===== config.mk =====
export PLATFORM = sky130hd
export DESIGN_NAME = fsa_ctrl
export DESIGN_NICKNAME = d
export VERILOG_FILES = /design/src/rtl/core/fsa_pkg.sv /design/src/rtl/core/fsa_ctrl.sv
export VERILOG_INCLUDE_DIRS = /design/src /design/src/rtl/core
export SDC_FILE = /design/constraint.sdc
export NUM_CORES = 1
export LEC_CHECK = 0
export BUFFER_PORTS_ARGS = -buffer_cell sky130_fd_sc_hd__buf_4
export CAP_MARGIN = 20
export CORE_AREA = 2 2 39 41
export CTS_BUF_LIST = sky130_fd_sc_hd__clkbuf_16
export DETAILED_ROUTE_END_ITERATION = 10
export DIE_AREA = 0 0 41 43
export GPL_ROUTABILITY_DRIVEN = 0
export SLEW_MARGIN = 20
export SYNTH_ARGS = -nofsm -noshare
export SYNTH_HDL_FRONTEND = slang
export SYNTH_SLANG_ARGS = --single-unit

===== constraint.sdc =====
create_clock -name clk -period 1.7 [get_ports clk]
set_input_delay 0.51 -clock clk [delete_from_list [all_inputs] [get_ports clk]]
set_output_delay 0.51 -clock clk [all_outputs]
set_load 0.1 [all_outputs]

===== src/rtl/core/first_fit_seat_allocator_core_macros.svh =====
// ---------------------------------------------------------------------------
// Assertion macros for the first-fit seat allocator core.
// Each check is written once and compiles away when NO_ASSERTIONS is set.
// The macros expect a clock named clk and a reset named rst in the module.
// ---------------------------------------------------------------------------
`ifndef FIRST_FIT_SEAT_ALLOCATOR_CORE_MACROS_SVH
`define FIRST_FIT_SEAT_ALLOCATOR_CORE_MACROS_SVH
`ifndef NO_ASSERTIONS
`define FSA_ASSERT_IMP(lbl, ante, cons) \
  lbl: assert property (@(posedge clk) disable iff (rst) (ante) |-> (cons)) \
    else $error("fsa: same-cycle check failed");
`define FSA_ASSERT_NXT(lbl, ante, cons) \
  lbl: assert property (@(posedge clk) disable iff (rst) (ante) |=> (cons)) \
    else $error("fsa: next-cycle check failed");
`else
`define FSA_ASSERT_IMP(lbl, ante, cons)
`define FSA_ASSERT_NXT(lbl, ante, cons)
`endif
`endif


===== src/rtl/core/fsa_pkg.sv =====
// ---------------------------------------------------------------------------
// First-fit seat allocator package
// Shared constants, state encoding and the command and status bundles
// exchanged between the controller and the datapath.
// ---------------------------------------------------------------------------
`default_nettype none

package fsa_pkg;

  localparam int MAX_SEATS_DEF  = 1024;
  localparam int OWNER_BITS_DEF = 16;

  localparam int SEAT_CNT_W = 11;
  localparam int REQ_W      = 11;
  localparam int ACT_W      = 2;

  localparam logic [SEAT_CNT_W-1:0] SEAT_COUNT_RST = 11'd1024;

  localparam int PADDR_W = 3;
  localparam int PDATA_W = 32;

  localparam logic REG_SEAT_COUNT = 1'b0;

  localparam logic [ACT_W-1:0] ACT_RESERVE = 2'd0;
  localparam logic [ACT_W-1:0] ACT_RELEASE = 2'd1;
  localparam logic [ACT_W-1:0] ACT_CLEAR   = 2'd2;

  typedef enum logic [2:0] {
    ST_INIT,
    ST_IDLE,
    ST_CLEAR,
    ST_SCAN,
    ST_FILL,
    ST_DONE
  } state_t;

  typedef struct packed {
    logic load;
    logic clr_run;
    logic scan_run;
    logic fill_run;
    logic result_load;
  } cmd_t;

  typedef struct packed {
    logic clr_last;
    logic scan_done;
    logic grant_ok;
    logic fill_last;
    logic out_free;
  } status_t;

endpackage

`default_nettype wire


===== src/rtl/core/fsa_ctrl.sv =====
// ---------------------------------------------------------------------------
// First-fit seat allocator controller
// Sequences the clearing pass, the store scan, the seat fill and the
// hand-over of each result to the output register.
// ---------------------------------------------------------------------------
`default_nettype none
`include "first_fit_seat_allocator_core_macros.svh"

module fsa_ctrl import fsa_pkg::*; (
  input  wire logic             clk,
  input  wire logic             rst,
  input  wire logic             in_valid,
  output logic                  in_stall,
  input  wire logic [ACT_W-1:0] action,
  input  wire status_t          status,
  output cmd_t                  cmd
);

  state_t state;
  state_t state_next;

  always_ff @(posedge clk) begin
    if (rst) begin
      state <= ST_INIT;
    end else begin
      state <= state_next;
    end
  end

  always_comb begin
    state_next = state;
    cmd        = '0;
    in_stall   = 1'b1;
    unique case (state)
      ST_INIT: begin
        cmd.clr_run = 1'b1;
        if (status.clr_last) begin
          state_next = ST_IDLE;
        end
      end
      ST_IDLE: begin
        in_stall = 1'b0;
        if (in_valid) begin
          cmd.load = 1'b1;
          case (action) inside
            ACT_RESERVE, ACT_RELEASE: state_next = ST_SCAN;
            ACT_CLEAR:                state_next = ST_CLEAR;
            default:                  state_next = ST_DONE;
          endcase
        end
      end
      ST_CLEAR: begin
        cmd.clr_run = 1'b1;
        if (status.clr_last) begin
          state_next = ST_DONE;
        end
      end
      ST_SCAN: begin
        cmd.scan_run = 1'b1;
        if (status.scan_done) begin
          state_next = status.grant_ok ? ST_FILL : ST_DONE;
        end
      end
      ST_FILL: begin
        cmd.fill_run = 1'b1;
        if (status.fill_last) begin
          state_next = ST_DONE;
        end
      end
      ST_DONE: begin
        if (status.out_free) begin
          cmd.result_load = 1'b1;
          state_next      = ST_IDLE;
        end
      end
      default: begin
        state_next = ST_INIT;
      end
    endcase
  end

  `FSA_ASSERT_IMP(a_load_when_free, cmd.result_load, status.out_free)
  `FSA_ASSERT_IMP(a_fill_only_granted, state == ST_FILL, status.grant_ok)
  `FSA_ASSERT_NXT(a_accept_leaves_idle, (state == ST_IDLE) && in_valid, state != ST_IDLE)

endmodule

`default_nettype wire


==> impl_metrics.ini, run 1 <==
[outcome]
outcome = complete, no violations

[synthesis]
yosys-top-cells-count = nor2_1, a21oi_1, inv_1
synth_area_um2 = 290
syn_nets = 47
seq_area_frac_synth_pct = 20.7
syn_inst = 37
synth_warnings = 0
synth_cell_types = 23
synth_area_leader_cell = dfxtp_1
synth_most_common_cell = nor2_1
async_reset_ff_share_pct = 0
ys_ff_latch = 3
synth_edf_count = 0
ys.flop_type = dfxtp_1
syn_area_per_cell_um2 = 7.85
synth.top_cells.by_area = dfxtp_1, a32oi_4, a21oi_1, nor2_1, inv_1
yosysTopAreaCellShare_pct = 20.7

[place]
pre_cts_slack_ns = 0.117
port_buffers = 15
place_inst = 72
dp_hpwl_um = 604

[floorplan]
core_area_mm2 = 0.00138
num_rows = 14
io_pins = 16
die_w_um = 41
die_area_mm2 = 0.00176
die_h_um = 43
initial_core_util_pct = 21.0

[clocking]
root_buffer = clkbuf_16
path_clk_slew_ns = 0.03
cts_made_buffers = 3
clkLatencyLatePin_ns = 0.22
cts.path.max_buffers = 2
cts_tree = yes
clkSinkCount = 3
htreeDepth = 1

[run]
max_cap_violations = 0

[setup_path]
path_class = flop to output port
start_kind = flop
critPathMaxFanout = 11
cp.arrival_ns = 1.16
end_kind = output port
cp.required_ns = 1.19

[timing]
holdWs_ns = 0.478
setup_viol = 0
final_hold_viol_count = 0
skew_ns = 0.00195
finalMaxSlewViolations = 0
min_period_over_period_pct = 98.1
finalWorstSetupSlack_ns = 0.0323
period_needed_ns = 1.67
relSlewSlack_pct = 75.8
rsz0062_at_grt = false
max_slew.worst_pin.slew_ns = 0.362
max_freq_ghz = 0.600
tns_ns = 0

[detailed_routing]
detail_route.wl_per_cell_um = 10.7
dr.pass1.iters = 3
vias = 362
detail_route.vias_per_cell = 4.70
drtIter0Drc = 5
ant_nets = 0
drc = 0
wirelength_um = 823

[global_route]
grt-ovfl-total = 0
grt_pass1_wl_um = 1240
gr-usage-all-layers_pct = 10.5
grt_max_degree = 12
grt_pass1_vias = 308
antenna_found_initial = 0

[final_layout]
nFillCells = 132
utilization_pct = 45.5
drive_gt1_share_pct = 62.3
regMostFlops = state
synthToLayoutAreaGrowth_pct = 117
largest_reg_flops = 3
nNetsFinal = 72
antenna_cells = 0
instances_no_fill = 77
top_regs = state x3

[pwr]
power_per_cell_area_mw_per_mm2 = 2190
vdd_drop_max_mv = 1.15
p_leak_nw = 0.276

[worst_hold_path]
hp-class = input port to flop
==> worst max-delay path, cell delays in order, from the launching register on <==
cell and delay, ns:
dfxtp_1 0.34, buf_6 0.16, and3b_2 0.25, buf_12 0.18
==> cell usage in the layout (no fill, tap or decap), types with 2 or more instances in the layout <==
cell type / count
inv_1: 4
clkbuf_16: 3
a21oi_1: 4
nand2_1: 2
dfxtp_2: 2
buf_4: 15
nor2_1: 2
nor3b_2: 2
nor2_4: 2
nand3_1: 2
buf_12: 4
==> through the flow <==
step	area [um2]	power [mW]
5_1_grt	629	1.43
4_1_cts	596	1.30
3_5_place_dp	470	0.880
3_3_place_gp	470	0.878
2_1_floorplan	312	0.711
6_report	629	1.38
==> cells by family (layout without fill, tap and decap cells) <==
kind of cell | Yosys count | in the layout | synth area share [%]
compound gates | 11 | 11 | 32.3
buf+inv | 5 | 29 | 9.05
simple gates | 18 | 18 | 37.9
flops | 3 | 3 | 20.7
==> worst paths after layout <==
path | from | end | slack (ns) | depth (start not counted)
max | state[0] | cmd[2] | 0.03 | 3
min | rst | state[2] | 0.48 | 2
max reg2reg | state[0] | state[0] | 0.25 | 6
min reg2reg | state[1] | state[1] | 0.71 | 4
==> layout make-up <==
cell class / count / area (um2) / share of cell area (%)
timing repair buffer: 21 / 219 / 34.8
tap: 16 / 20.0 / 3.18
clock inverter: 1 / 3.75 / 0.596
sequential: 3 / 62.6 / 9.94
inverter: 4 / 15.0 / 2.39
clock buffer: 3 / 75.1 / 11.9
multi-input combinational: 29 / 234 / 37.2
==> metal layers <==
layer | track usage (%) | part of all wire (%)
met1 | 11.8 | 38
met2 | 16.6 | 55
met3 | 3.14 | 4.6
met4 | 6.00 | 2.6
met5 | 0 | 0
==> where the power goes <==
group / internal (mW) / leakage [nW] / switching, mW / total [mW]
registers: 0.0998 / 0.0256 / 0.0213 / 0.121
clock network: 0.303 / 0.0423 / 0.0644 / 0.368
logic: 0.328 / 0.208 / 0.559 / 0.887
total: 0.731 / 0.276 / 0.645 / 1.38
==> what timing repair did <==
action / 4_1_cts / 5_1_grt
pin swaps: 0 / 2
endpoints found under the hold margin: 0 / 0
hold buffers: 0 / 0
setup endpoints to repair: 5 / 5
resized for setup: 12 / 7
buffers inserted: 0 / 1
Power figures use the tool's default switching activity.
==> run 2: changes to the inputs <==
- PLACE_DENSITY: not set -> 0.42
- REMOVE_ABC_BUFFERS: not set -> 1
==> run 2 against run 1 <==
- the flow now finishes with violations (setup timing)
- core utilization shrank 2.7 points
- sequential cell count is the same
- combinational power is 12% lower
- sequential power increased by 21%
- first-iteration DRC count down 60%
- count of clock-buffer cells in the layout unchanged
- via count is 2.8% lower
- global-route usage is 0.31 points higher
- routed wire length up 3.0%
- sequential share of layout area up 1.3 points
- clock power fell by 1%
- hold slack better by 0.0033 ns
- critical endpoint is now cmd[0]
- largest cell class unchanged
- highest routed layer is now met3
==> impl_metrics.ini, run 2 (synthesis gave the netlist of run 1 again) <==
[outcome]
outcome = complete, but fails checks
violations = setup timing

[place]
placed_area_um2 = 434
port_buffers = 15
dp_hpwl_um = 606
pre_cts_slack_ns = 0.0834

[clocking]
cts_made_buffers = 3
clkSinkCount = 3
path_clk_slew_ns = 0.03
clkLatencyLatePin_ns = 0.22
ctsHoldBuffers = 0
cts_tree = yes
root_buffer = clkbuf_16
htreeDepth = 1
cts.path.max_buffers = 2

[timing]
period_needed_ns = 1.71
setup_viol = 2
finalWorstSetupSlack_ns = -0.0118
finalMaxSlewViolations = 0
holdWs_ns = 0.481
max_slew.worst_pin.slew_ns = 0.377
relSlewSlack_pct = 74.8
skew_ns = 0.000598
max_freq_ghz = 0.584
min_period_over_period_pct = 101
final_hold_viol_count = 0
rsz0062_at_grt = true

[floorplan]
die_w_um = 41
die_h_um = 43
initial_core_util_pct = 21.0
core_area_mm2 = 0.00138
io_pins = 16
num_rows = 14
die_area_mm2 = 0.00176

[detailed_routing]
drtIter0Drc = 2
wirelength_um = 848
detail_route.wl_per_cell_um = 11.2
vias = 352
ant_nets = 0
dr.pass1.iters = 4
detail_route.vias_per_cell = 4.63
drc = 0

[final_layout]
final_cell_mix = buf_4, inv_1, a21oi_1
nNetsFinal = 71
top_regs = state x3
regMostFlops = state
largest_reg_flops = 3
final_common_cell = buf_4
drive_gt1_share_pct = 56.7
design_area_um2 = 592
synthToLayoutAreaGrowth_pct = 104
antenna_cells = 0

[pwr]
p_leak_nw = 0.263
vdd_drop_max_mv = 1.02
power_per_cell_area_mw_per_mm2 = 2190
p_total_mw = 1.29

[setup_path]
critPathMaxFanout = 6
start_kind = flop
cp_cell_sequence = or2b_1, nor2_2, buf_12
path_class = flop to output port
path_delay_family = simple AND/OR/NAND/NOR gates
cp.arrival_ns = 1.20
cpPeakStageDelay_ns = 0.36
end_kind = output port
cp.required_ns = 1.19
crit_buf_inv = 1
cpMaxStageDelayCell = dfxtp_4

[global_route]
antenna_found_initial = 0
gr-usage-all-layers_pct = 10.8
grt_pass1_wl_um = 1300
grt_pass1_vias = 338
grt_max_degree = 8
grt-ovfl-total = 0

[worst_hold_path]
hp-class = input port to flop

[run]
max_cap_violations = 0
## run 2: timing repair
action | CTS | global route
endpoints found under the setup margin | 5 | 4
setup buffers | 2 | 0
resized for setup | 9 | 10
cloned | 0 | 0
pin swaps | 2 | 1
## run 2: cell type report
class | instances | area [um2]
Tap cell | 16 | 20.0
Sequential cell | 3 | 66.3
Clock inverter | 1 | 3.75
Fill cell | 154 | 792
Clock buffer | 3 | 75.1
Multi-Input combinational cell | 29 | 216
Inverter | 4 | 15.0
Timing Repair Buffer | 20 | 195
## run 2: final timing paths
check	slack (ns)	depth (start not counted)	to	startpoint
max	-0.01	3	cmd[0]	state[2]
min	0.48	2	state[2]	rst
max reg2reg	0.27	6	state[0]	state[0]
min reg2reg	0.60	3	state[2]	state[2]
## run 2: stage by stage
stage	instances	TNS, ns	util [%]
floorplan	36	-2.67	-
global placement	70	0	31.4
detailed placement	70	0	31.4
CTS	76	-0.0523	40.1
global route	76	-0.115	42.8
finish	76	-0.0179	42.8
## run 2: power by group
| group | total, mW | switching, mW | internal [mW] |
|---|---|---|---|
| Combinational | 0.784 | 0.507 | 0.277 |
| Sequential | 0.146 | 0.0416 | 0.105 |
| Clock | 0.364 | 0.0607 | 0.303 |
## run 2: metal layers
layer	track usage [%]	share of wire (%)	vias to the layer above
li1	-	-	177
met1	11.2	43	166
met4	4.00	0	0
met5	0	0	-
met3	4.71	4.8	0
met2	18.1	52	9
## run 2: worst reg2reg max path, stage by stage (launching register included)
cell     delay (ns)
dfxtp_2        0.37
buf_4          0.16
nand2_1        0.08
buf_4          0.15
a32oi_4        0.27
a21oi_1        0.10
a31o_1         0.20
